**config.mk**
```make
export PLATFORM = sky130hd
export DESIGN_NAME = aging_fifo_with_threshold_expiry_unit_flat
export DESIGN_NICKNAME = d
export VERILOG_FILES = /design/src/design/afte_pkg.sv /design/src/design/afte_req_if.sv /design/src/design/afte_rsp_if.sv /design/src/design/aging_fifo_with_threshold_expiry_unit.sv /design/src/design/afte_cell.sv /design/src/design/afte_chain.sv /design/src/flat_wrapper.sv
export SDC_FILE = /design/constraint.sdc
export NUM_CORES = 1
export LEC_CHECK = 0
export BUFFER_PORTS_ARGS = -buffer_cell sky130_fd_sc_hd__buf_2
export CAP_MARGIN = 30
export CORE_MARGIN = 3
export CORE_UTILIZATION = 30
export CTS_CLUSTER_SIZE = 20
export DETAILED_ROUTE_END_ITERATION = 10
export GPL_ROUTABILITY_DRIVEN = 0
export PLACE_DENSITY_LB_ADDON = 0.25
export SLEW_MARGIN = 20
export SYNTH_ARGS = -nofsm -noshare
export SYNTH_HDL_FRONTEND = slang
export SYNTH_SLANG_ARGS = --single-unit
```
**constraint.sdc**
```tcl
create_clock -name clk -period 7.5 [get_ports clk]
set_input_delay 0.75 -clock clk [delete_from_list [all_inputs] [get_ports clk]]
set_output_delay 0.75 -clock clk [all_outputs]
set_load 0.005 [all_outputs]
```
**src/design/afte_pkg.sv**
```systemverilog
// ----------------------------------------------------------------------------
// afte_pkg: shared types and codes of the aging fifo
// Field widths, command and result codes, and the entry record that moves
// through the row of storage cells.
// ----------------------------------------------------------------------------
package afte_pkg;

    localparam int ID_W    = 16;
    localparam int LIFE_W  = 10;
    localparam int DROP_W  = 6;
    localparam int CMD_W   = 2;
    localparam int KIND_W  = 3;
    localparam int OCC_W   = 5;

    // command codes
    localparam logic [CMD_W-1:0] CMD_PUSH = 2'd0;
    localparam logic [CMD_W-1:0] CMD_POP  = 2'd1;
    localparam logic [CMD_W-1:0] CMD_SCAN = 2'd2;

    // result kinds
    localparam logic [KIND_W-1:0] KIND_PUSHED  = 3'd0;
    localparam logic [KIND_W-1:0] KIND_POPPED  = 3'd1;
    localparam logic [KIND_W-1:0] KIND_EXPIRED = 3'd2;
    localparam logic [KIND_W-1:0] KIND_NONE    = 3'd3;
    localparam logic [KIND_W-1:0] KIND_ERROR   = 3'd4;

    typedef struct packed {
        logic [ID_W-1:0]   id;
        logic [LIFE_W-1:0] life;
    } entry_t;

endpackage

```
**src/design/afte_req_if.sv**
```systemverilog
// ----------------------------------------------------------------------------
// afte_req_if: command channel
// Valid/ready channel carrying one command with its push and scan operands.
// ----------------------------------------------------------------------------
interface afte_req_if import afte_pkg::*; ();

    logic              valid;
    logic              ready;
    logic [CMD_W-1:0]  cmd;
    logic [ID_W-1:0]   entry_id;
    logic [LIFE_W-1:0] entry_life;
    logic [LIFE_W-1:0] alert_level;

    modport source (output valid, output cmd, output entry_id, output entry_life,
                    output alert_level, input ready);
    modport sink   (input valid, input cmd, input entry_id, input entry_life,
                    input alert_level, output ready);

endinterface

```
**src/design/afte_rsp_if.sv**
```systemverilog
// ----------------------------------------------------------------------------
// afte_rsp_if: result channel
// Valid/ready channel carrying one result record per transfer.
// ----------------------------------------------------------------------------
interface afte_rsp_if import afte_pkg::*; ();

    logic              valid;
    logic              ready;
    logic [KIND_W-1:0] kind;
    logic [ID_W-1:0]   out_id;
    logic [LIFE_W-1:0] out_life;
    logic [OCC_W-1:0]  occupancy;
    logic              last;

    modport source (output valid, output kind, output out_id, output out_life,
                    output occupancy, output last, input ready);
    modport sink   (input valid, input kind, input out_id, input out_life,
                    input occupancy, input last, output ready);

endinterface

```
**src/design/aging_fifo_with_threshold_expiry_unit.sv**
```systemverilog
// ----------------------------------------------------------------------------
// aging_fifo_with_threshold_expiry_unit: bounded fifo with life expiry
// Queue of id/life entries held in a row of shifting cells.
//
// Channels: req carries a command (push, pop, scan) with its operands, rsp
// carries result records; both transfer when valid and ready are high.
// cfg_we/cfg_wdata write life_drop, the amount a scan takes off every life.
// Push, pop and error commands give one result, registered in the cycle after
// the transfer; one command is taken every cycle the result register is free
// and no scan runs. A scan walks the queue head first, one entry per cycle:
// each entry leaves the head cell, has its life lowered, and is either
// reported as expired or written back at the tail. After the walk a done
// step registers the final result. Expired entries wait in a pending
// register so the last one can carry last.
// A stalled receiver holds the result register and freezes the scan walk.
// Reset empties the queue and sets life_drop to 1; cell contents are not
// cleared, as only occupied slots are ever read.
// ----------------------------------------------------------------------------
module aging_fifo_with_threshold_expiry_unit import afte_pkg::*;
#(
    parameter int QUEUE_DEPTH = 16
)
(
    input  logic              clk,
    input  logic              rst_n,
    input  logic              cfg_we,
    input  logic [DROP_W-1:0] cfg_wdata,
    afte_req_if.sink          req,
    afte_rsp_if.source        rsp
);

    localparam int IW = $clog2(QUEUE_DEPTH);
    localparam int CW = $clog2(QUEUE_DEPTH + 1);

    localparam logic [1:0] ST_IDLE = 2'd0;
    localparam logic [1:0] ST_SCAN = 2'd1;
    localparam logic [1:0] ST_DONE = 2'd2;

    logic [1:0]        state_reg, state_next;
    logic [CW-1:0]     count_reg, count_next;
    logic [CW-1:0]     rem_reg, rem_next;
    logic [LIFE_W-1:0] alert_reg, alert_next;
    logic [DROP_W-1:0] drop_reg;
    logic              pend_valid_reg, pend_valid_next;
    entry_t            pend_reg, pend_next;
    logic [CW-1:0]     pend_occ_reg, pend_occ_next;

    logic              rsp_valid_reg, rsp_valid_next;
    logic [KIND_W-1:0] kind_reg, kind_next;
    entry_t            rdat_reg, rdat_next;
    logic [CW-1:0]     occ_reg, occ_next;
    logic              last_reg, last_next;

    logic              out_free;
    logic              req_xfer;
    entry_t            head;
    logic [LIFE_W-1:0] lowered;
    logic              expired;
    logic              ch_shift;
    logic              ch_load;
    logic [IW-1:0]     ch_idx;
    entry_t            ch_data;

    function automatic logic [OCC_W-1:0] occ_trunc(input logic [CW-1:0] v);
        logic [CW+OCC_W-1:0] tmp;
        tmp = {{OCC_W{1'b0}}, v};
        return tmp[OCC_W-1:0];
    endfunction

    // queue storage
    afte_chain #(.DEPTH(QUEUE_DEPTH)) u_chain (
        .clk       (clk),
        .shift     (ch_shift),
        .load      (ch_load),
        .load_idx  (ch_idx),
        .load_data (ch_data),
        .head      (head)
    );

    // handshake
    assign out_free  = !rsp_valid_reg || rsp.ready;
    assign req.ready = (state_reg == ST_IDLE) && out_free;
    assign req_xfer  = req.valid && req.ready;

    // aging of the head entry during a scan
    assign lowered = (head.life > {{(LIFE_W-DROP_W){1'b0}}, drop_reg})
                   ? head.life - {{(LIFE_W-DROP_W){1'b0}}, drop_reg}
                   : '0;
    assign expired = lowered <= alert_reg;

    // command sequencing and result formation
    always_comb
    begin
        state_next      = state_reg;
        count_next      = count_reg;
        rem_next        = rem_reg;
        alert_next      = alert_reg;
        pend_valid_next = pend_valid_reg;
        pend_next       = pend_reg;
        pend_occ_next   = pend_occ_reg;
        rsp_valid_next  = rsp_valid_reg && !rsp.ready;
        kind_next       = kind_reg;
        rdat_next       = rdat_reg;
        occ_next        = occ_reg;
        last_next       = last_reg;
        ch_shift        = 1'b0;
        ch_load         = 1'b0;
        ch_idx          = count_reg[IW-1:0];
        ch_data         = '{id: req.entry_id, life: req.entry_life};

        case (state_reg)
            ST_IDLE:
            begin
                if (req_xfer)
                begin
                    rsp_valid_next = 1'b1;
                    rdat_next      = '0;
                    last_next      = 1'b1;
                    kind_next      = KIND_ERROR;
                    occ_next       = count_reg;
                    case (req.cmd)
                        CMD_PUSH:
                        begin
                            if (count_reg < CW'(QUEUE_DEPTH))
                            begin
                                ch_load    = 1'b1;
                                count_next = count_reg + 1'b1;
                                kind_next  = KIND_PUSHED;
                                occ_next   = count_reg + 1'b1;
                            end
                        end
                        CMD_POP:
                        begin
                            if (count_reg != '0)
                            begin
                                ch_shift   = 1'b1;
                                count_next = count_reg - 1'b1;
                                kind_next  = KIND_POPPED;
                                rdat_next  = head;
                                occ_next   = count_reg - 1'b1;
                            end
                        end
                        CMD_SCAN:
                        begin
                            rsp_valid_next = rsp_valid_reg && !rsp.ready;
                            kind_next      = kind_reg;
                            rdat_next      = rdat_reg;
                            occ_next       = occ_reg;
                            last_next      = last_reg;
                            alert_next     = req.alert_level;
                            rem_next       = count_reg;
                            state_next     = (count_reg == '0) ? ST_DONE : ST_SCAN;
                        end
                        default:
                        begin
                            kind_next = KIND_ERROR;
                        end
                    endcase
                end
            end

            ST_SCAN:
            begin
                if (out_free)
                begin
                    ch_shift = 1'b1;
                    rem_next = rem_reg - 1'b1;
                    if (expired)
                    begin
                        count_next      = count_reg - 1'b1;
                        pend_valid_next = 1'b1;
                        pend_next       = '{id: head.id, life: lowered};
                        pend_occ_next   = count_reg - 1'b1;
                        if (pend_valid_reg)
                        begin
                            rsp_valid_next = 1'b1;
                            kind_next      = KIND_EXPIRED;
                            rdat_next      = pend_reg;
                            occ_next       = pend_occ_reg;
                            last_next      = 1'b0;
                        end
                    end
                    else
                    begin
                        // survivor goes back in at the free tail slot
                        ch_load = 1'b1;
                        ch_idx  = IW'(count_reg - 1'b1);
                        ch_data = '{id: head.id, life: lowered};
                    end
                    if (rem_reg == CW'(1))
                    begin
                        state_next = ST_DONE;
                    end
                end
            end

            ST_DONE:
            begin
                if (out_free)
                begin
                    rsp_valid_next  = 1'b1;
                    last_next       = 1'b1;
                    pend_valid_next = 1'b0;
                    state_next      = ST_IDLE;
                    if (pend_valid_reg)
                    begin
                        kind_next = KIND_EXPIRED;
                        rdat_next = pend_reg;
                        occ_next  = pend_occ_reg;
                    end
                    else
                    begin
                        kind_next = KIND_NONE;
                        rdat_next = '0;
                        occ_next  = count_reg;
                    end
                end
            end

            default:
            begin
                state_next = ST_IDLE;
            end
        endcase
    end

    // control registers
    always_ff @(posedge clk or negedge rst_n)
    begin
        if (!rst_n)
        begin
            state_reg      <= ST_IDLE;
            count_reg      <= '0;
            rem_reg        <= '0;
            pend_valid_reg <= 1'b0;
            rsp_valid_reg  <= 1'b0;
            drop_reg       <= DROP_W'(1);
        end
        else
        begin
            state_reg      <= state_next;
            count_reg      <= count_next;
            rem_reg        <= rem_next;
            pend_valid_reg <= pend_valid_next;
            rsp_valid_reg  <= rsp_valid_next;
            if (cfg_we)
            begin
                drop_reg <= cfg_wdata;
            end
        end
    end

    // payload registers
    always_ff @(posedge clk)
    begin
        alert_reg    <= alert_next;
        pend_reg     <= pend_next;
        pend_occ_reg <= pend_occ_next;
        kind_reg     <= kind_next;
        rdat_reg     <= rdat_next;
        occ_reg      <= occ_next;
        last_reg     <= last_next;
    end

    // result channel
    assign rsp.valid     = rsp_valid_reg;
    assign rsp.kind      = kind_reg;
    assign rsp.out_id    = rdat_reg.id;
    assign rsp.out_life  = rdat_reg.life;
    assign rsp.occupancy = occ_trunc(occ_reg);
    assign rsp.last      = last_reg;

    // checks
    a_count_bound: assert property (@(posedge clk) disable iff (!rst_n)
        count_reg <= CW'(QUEUE_DEPTH))
        else $error("entry count above queue depth");

    a_push_grows: assert property (@(posedge clk) disable iff (!rst_n)
        req_xfer && (req.cmd == CMD_PUSH) && (count_reg < CW'(QUEUE_DEPTH))
        |=> count_reg == $past(count_reg) + 1'b1)
        else $error("push did not add an entry");

    a_scan_shrinks: assert property (@(posedge clk) disable iff (!rst_n)
        (state_reg == ST_SCAN) |=> count_reg <= $past(count_reg))
        else $error("scan grew the queue");

    a_pend_in_scan: assert property (@(posedge clk) disable iff (!rst_n)
        pend_valid_reg |-> (state_reg != ST_IDLE))
        else $error("held expired entry outside a scan");

    a_rem_bound: assert property (@(posedge clk) disable iff (!rst_n)
        (state_reg == ST_SCAN) |-> (rem_reg != '0) && (rem_reg <= count_reg))
        else $error("scan walk count out of range");

endmodule

```
**src/design/afte_cell.sv**
```systemverilog
// ----------------------------------------------------------------------------
// afte_cell: one queue slot
// Holds one entry; takes its neighbor's entry on a shift, or a new entry on
// a load, which wins over the shift.
// ----------------------------------------------------------------------------
module afte_cell import afte_pkg::*;
(
    input  logic   clk,
    input  logic   shift,
    input  logic   load,
    input  entry_t nb,
    input  entry_t ld,
    output entry_t q
);

    entry_t data_reg;

    // slot storage, contents undefined until first written
    always_ff @(posedge clk)
    begin
        if (load)
        begin
            data_reg <= ld;
        end
        else if (shift)
        begin
            data_reg <= nb;
        end
    end

    assign q = data_reg;

endmodule

```
**src/design/afte_chain.sv**
```systemverilog
// ----------------------------------------------------------------------------
// afte_chain: row of queue slots
// Slot 0 is the head. A shift moves every entry one slot toward the head;
// a load writes one slot chosen by index in the same cycle.
// ----------------------------------------------------------------------------
module afte_chain import afte_pkg::*;
#(
    parameter int DEPTH = 16
)
(
    input  logic                     clk,
    input  logic                     shift,
    input  logic                     load,
    input  logic [$clog2(DEPTH)-1:0] load_idx,
    input  entry_t                   load_data,
    output entry_t                   head
);

    localparam int IW = $clog2(DEPTH);

    entry_t q [DEPTH];

    // one cell per slot, each fed by its upper neighbor; the top cell refeeds itself
    for (genvar i = 0; i < DEPTH; i++)
    begin : g_cell
        entry_t nb;
        logic   ld_en;

        if (i == DEPTH - 1)
        begin : g_top
            assign nb = q[i];
        end
        else
        begin : g_mid
            assign nb = q[i+1];
        end

        assign ld_en = load && (load_idx == IW'(i));

        afte_cell u_cell (
            .clk   (clk),
            .shift (shift),
            .load  (ld_en),
            .nb    (nb),
            .ld    (load_data),
            .q     (q[i])
        );
    end

    assign head = q[0];

endmodule

```
**src/flat_wrapper.sv**
```systemverilog
// flat-port wrapper written by rule: the top's interface ports become plain ports
module aging_fifo_with_threshold_expiry_unit_flat import afte_pkg::*;
#(
    parameter int QUEUE_DEPTH = 16
)
  (clk, rst_n, cfg_we, cfg_wdata, req_valid, req_cmd, req_entry_id, req_entry_life, req_alert_level, req_ready, rsp_valid, rsp_kind, rsp_out_id, rsp_out_life, rsp_occupancy, rsp_last, rsp_ready);
  afte_req_if req_i ();
  afte_rsp_if rsp_i ();
  input  logic clk;
  input  logic rst_n;
  input  logic cfg_we;
  input  logic [DROP_W-1:0] cfg_wdata;
  input wire logic [$bits(req_i.valid)-1:0] req_valid;
  input wire logic [$bits(req_i.cmd)-1:0] req_cmd;
  input wire logic [$bits(req_i.entry_id)-1:0] req_entry_id;
  input wire logic [$bits(req_i.entry_life)-1:0] req_entry_life;
  input wire logic [$bits(req_i.alert_level)-1:0] req_alert_level;
  output wire logic [$bits(req_i.ready)-1:0] req_ready;
  output wire logic [$bits(rsp_i.valid)-1:0] rsp_valid;
  output wire logic [$bits(rsp_i.kind)-1:0] rsp_kind;
  output wire logic [$bits(rsp_i.out_id)-1:0] rsp_out_id;
  output wire logic [$bits(rsp_i.out_life)-1:0] rsp_out_life;
  output wire logic [$bits(rsp_i.occupancy)-1:0] rsp_occupancy;
  output wire logic [$bits(rsp_i.last)-1:0] rsp_last;
  input wire logic [$bits(rsp_i.ready)-1:0] rsp_ready;
  assign req_i.valid = req_valid;
  assign req_i.cmd = req_cmd;
  assign req_i.entry_id = req_entry_id;
  assign req_i.entry_life = req_entry_life;
  assign req_i.alert_level = req_alert_level;
  assign req_ready = req_i.ready;
  assign rsp_valid = rsp_i.valid;
  assign rsp_kind = rsp_i.kind;
  assign rsp_out_id = rsp_i.out_id;
  assign rsp_out_life = rsp_i.out_life;
  assign rsp_occupancy = rsp_i.occupancy;
  assign rsp_last = rsp_i.last;
  assign rsp_i.ready = rsp_ready;
  aging_fifo_with_threshold_expiry_unit #(.QUEUE_DEPTH(QUEUE_DEPTH)) u_core (.clk(clk), .rst_n(rst_n), .cfg_we(cfg_we), .cfg_wdata(cfg_wdata), .req(req_i), .rsp(rsp_i));
endmodule
```
==> results.md <==
- The wire length after detailed routing is around 44000 um.
- The count of hold-fix buffers inserted at cts is 0.
- The signal arrival time at the worst endpoint is 5.77 ns.
- The average routed wire per standard cell is about 17 um.
- The async set or reset register ratio after synthesis is 3.91%.
- The category of the worst setup path launch point is a flop.
- The maximum number of pins on one net before global-route repair is 36.
- Derived from the worst setup path, the maximum achievable clock frequency is 181 MHz.
- Once placement completed, the tool counted placed cells totaling ~2500.
- The wire-length estimate of the detail-placed layout is 30200 um.
- The cell taking the most area after synthesis is sky130_fd_sc_hd__edfxtp_1.
- The hold violation total from the final report is 0.
- The first routing iteration left just under 800 violations.
- The distinct cell type count after synthesis is 74.
- The worst hold path class is primary input to asynchronous set/reset pin.
- The worst hold margin is roughly 0.16 ns.
- The register with the most flip-flops in the layout has 416 of them.
- The total power density per cell area is between 400 and 500 nW/um^2.
- The number of nets produced by synthesis is 1527.
- The number of CTS-inserted buffers is 55.
- The post-synthesis sequential area ratio is between 60% and 70%.
- The critical path launch point is u_core.drop_reg[0]$_DFFE_PN1P_.
- The time the final worst path needs with I/O delays and setup is 5.53 ns.
- The y dimension of the die is ~290 um.
- The floorplan has 102 rows.
- The count of nets left with antenna violations once routing finished came out at 0.
- For this run, the leading register cell type out of synthesis is sky130_fd_sc_hd__edfxtp_1.
- Prior to clock tree synthesis, the placed netlist has a worst setup slack of 2.04 ns.
- Setup total negative slack on the finished layout was measured at 0 ns.
- The combined area of all synthesized cells is 23600 um^2.
- At the pin with the least slew margin, the transition time is 0.835 ns.
- The worst setup path is of the flop to flop kind.
- Once the clock tree was built, the setup fixing pass inserted 0 buffers.
- By area the synthesized netlist is led by sky130_fd_sc_hd__edfxtp_1, sky130_fd_sc_hd__mux2_2, sky130_fd_sc_hd__mux2_1, sky130_fd_sc_hd__mux2_4, sky130_fd_sc_hd__dfrtp_1.
- The core region is between 70000 and 80000 um^2.
- The vias after detailed routing is about 12000.
- The number of antenna violations at the first check in global routing is 0.
- The Yosys step of the flow raised 0 warnings.
- STA classifies the critical path endpoint as a flop.
- For this run, the number of standard cells in the final layout without fillers is 2610.
- The leakage power of the design is around 0.0092 uW.
- The number of max-slew violations in the final report is 0.
- The I/O pin total is between 80 and 90.
- The first global-routing pass estimated between 70000 and 80000 um of wire.
- The die is 286 um wide.
- In this run the number of H-tree levels came out at 2.
- In the routed design, unresolved DRC markers number 0.
- The maximum vdd ir drop is ~170 uV.
- The portion of synthesized cell area occupied by the leading cell type is 62.6%.
- The share of the clock period used by the worst path after layout is 73.7%.
- The number of enable-type register cells in the synthesized netlist is roughly 500.
- 0 antenna diodes ended up in the layout.
- The length of the first detailed-routing pass in iterations is 7.
- In this run, post-CTS repair resized a total of 0 instances.
- The insertion delay to the later sink of the worst-skew pair is a little under 0.6 ns.
- The mean instance size in the synthesized netlist is roughly 16 um^2.
- Of all nets on the critical path, the largest fanout is 27.
- Relative to the synthesized area, the layout overhead comes to 12.9%.
- The largest clock skew in the final design is around 0.024 ns.
- Setup repair after global routing left no endpoint under its margin.
- The starting density of the core is 30.3%.
- The floorplan step defined a die boundary enclosing between 80000 and 90000 um^2.
- For the worst setup path, the data required time is ~7.7 ns.
- Across the run, the number of max-cap violations was 0.
- The number of I/O port buffers is 85.
- The clock transition at the register clock pins on the worst setup and hold paths after CTS is ~0.070 ns.
- In the final design database the tool counted 1599 nets.
- The start of the worst register-to-register path is u_core.drop_reg[0]$_DFFE_PN1P_.
- The clock tree from TritonCTS is yes.
- The fraction of final layout cells sized beyond drive strength 1 is between 30% and 40%.
- Setup slack closes at roughly 2.0 ns.
- Headroom to the max-slew limit came out at approximately 44%.
- The clock sink total is between 500 and 600.
- The maximum clock insertion buffer count is 3.
- The average via count per standard cell is between 4 and 5.
- The flow ran to the end, and the final reports show no timing, DRC or antenna violations.
- The total routing usage reported by global routing is 10.9%.
- The via count of the first global-routing pass is between 10000 and 15000.
- The overall overflow remaining after global route is 0.
- The total of endpoints with negative setup slack in the final report is 0.
- In the synthesized netlist, the number of instances is ~1500.
- The number of synthesized register bits is 512.
- Clock tree synthesis selected as its root buffer the cell sky130_fd_sc_hd__clkbuf_16.
[Yosys cell counts, types with 29 or more instances]
master,instances
sky130_fd_sc_hd__nand2_1,52
sky130_fd_sc_hd__o21ai_0,31
sky130_fd_sc_hd__nor2_1,30
sky130_fd_sc_hd__edfxtp_1,492
sky130_fd_sc_hd__mux2_2,254
sky130_fd_sc_hd__nand3_1,29
sky130_fd_sc_hd__mux2_4,43
sky130_fd_sc_hd__a21oi_1,35
sky130_fd_sc_hd__mux2_1,105
sky130_fd_sc_hd__a22o_1,30
sky130_fd_sc_hd__buf_2,33
sky130_fd_sc_hd__inv_1,31
[cell families after synthesis]
logic type	share of synthesized area, %
and+or+nand+nor	4.39
buffers and inverters	3.42
muxes	19.9
DFF	64.8
AOI/OAI and AO/OA	5.85
adders and majority gates	1.36
xor gates and xnor gates	0.297
[cell usage in the layout, fill, tap and decap left out, types with 8 or more instances in the layout]
| cell | instances |
|---|---|
| sky130_fd_sc_hd__buf_2 | 85 |
| sky130_fd_sc_hd__clkbuf_1 | 9 |
| sky130_fd_sc_hd__dfrtp_1 | 19 |
| sky130_fd_sc_hd__a2bb2oi_1 | 12 |
| sky130_fd_sc_hd__nand2b_1 | 9 |
| sky130_fd_sc_hd__mux2_2 | 254 |
| sky130_fd_sc_hd__mux2_1 | 105 |
| sky130_fd_sc_hd__a22o_1 | 30 |
| sky130_fd_sc_hd__buf_4 | 25 |
| sky130_fd_sc_hd__edfxtp_1 | 492 |
| sky130_fd_sc_hd__clkbuf_16 | 57 |
| sky130_fd_sc_hd__ha_1 | 24 |
| sky130_fd_sc_hd__inv_1 | 31 |
| sky130_fd_sc_hd__nor3_1 | 10 |
| sky130_fd_sc_hd__nand3_1 | 24 |
| sky130_fd_sc_hd__nand2_1 | 52 |
| sky130_fd_sc_hd__nor2_1 | 29 |
| sky130_fd_sc_hd__clkinv_1 | 17 |
| sky130_fd_sc_hd__mux2_4 | 43 |
| sky130_fd_sc_hd__a21oi_1 | 35 |
| sky130_fd_sc_hd__o21ai_0 | 30 |
| sky130_fd_sc_hd__clkinv_2 | 13 |
| sky130_fd_sc_hd__o22ai_1 | 8 |
| sky130_fd_sc_hd__o211ai_1 | 11 |
[critical path, stage by stage (launching register included)]
cell and delay, ns:
sky130_fd_sc_hd__dfstp_2 0.53, sky130_fd_sc_hd__ha_1 0.16, sky130_fd_sc_hd__inv_1 0.06, sky130_fd_sc_hd__fa_1 0.47, sky130_fd_sc_hd__a211o_1 0.31, sky130_fd_sc_hd__a211oi_1 0.22, sky130_fd_sc_hd__o21a_1 0.47, sky130_fd_sc_hd__a31oi_1 0.17
sky130_fd_sc_hd__ha_1 0.33, sky130_fd_sc_hd__nand3_2 0.13, sky130_fd_sc_hd__or4_1 0.69, sky130_fd_sc_hd__nand2_2 0.46, sky130_fd_sc_hd__o211ai_1 0.19, sky130_fd_sc_hd__and2_1 0.21, sky130_fd_sc_hd__buf_4 0.27, sky130_fd_sc_hd__nand2_1 0.13
sky130_fd_sc_hd__buf_4 0.35
[layer usage]
metal | share of wire, % | up-vias | GRT usage (%) | routed length [um]
li1 | - | 5788 | - | -
met1 | 47 | 6033 | 15.0 | 20800
met2 | 47 | 255 | 17.5 | 20600
met3 | 4.4 | 64 | 1.83 | 1950
met4 | 2.0 | 0 | 3.36 | 879
met5 | 0 | - | 0 | 0
[final cells by class]
type	count	area [um^2]
Multi-Input combinational cell	810	7540
Clock inverter	36	295
Inverter	34	128
Sequential cell	512	15300
Tap cell	1040	1300
Clock buffer	66	1460
Fill cell	7367	51100
Timing Repair Buffer	112	636
[report_power, final]
part	switching (uW)	total [uW]	internal, uW
combinational	1880	3080	1200
clock	1080	2640	1550
sequential	345	5100	4750
[path summary, 6_finish.rpt]
kind	to	slack [ns]	depth (start not counted)
max	u_core.u_chain.g_cell[13].u_cell.q[10]$_DFFE_PP_	1.97	16
max reg2reg	u_core.u_chain.g_cell[13].u_cell.q[10]$_DFFE_PP_	1.97	16
min in group clk	u_core.alert_reg[9]$_DFFE_PP_	0.34	1
min reg2reg	u_core.pend_reg[17]$_DFFE_PP_	0.47	0
min	u_core.count_reg[4]$_DFFE_PN0P_	0.16	1
max in group asynchronous	u_core.rem_reg[3]$_DFFE_PN0P_	6.94	1
[stage by stage]
| stage | instance area (um^2) | utilization, % | total power, uW |
|---|---|---|---|
| finish | 26600 | 34.3 | 10800 |
| global route | 26600 | 34.3 | 11500 |
| CTS | 26600 | 34.3 | 11000 |
| detailed placement | 24900 | 32.0 | 8270 |
| global placement | 24800 | 32.0 | 8200 |
| floorplan | 23600 | - | 7350 |
No activity file was read; power rests on OpenSTA's default activity.
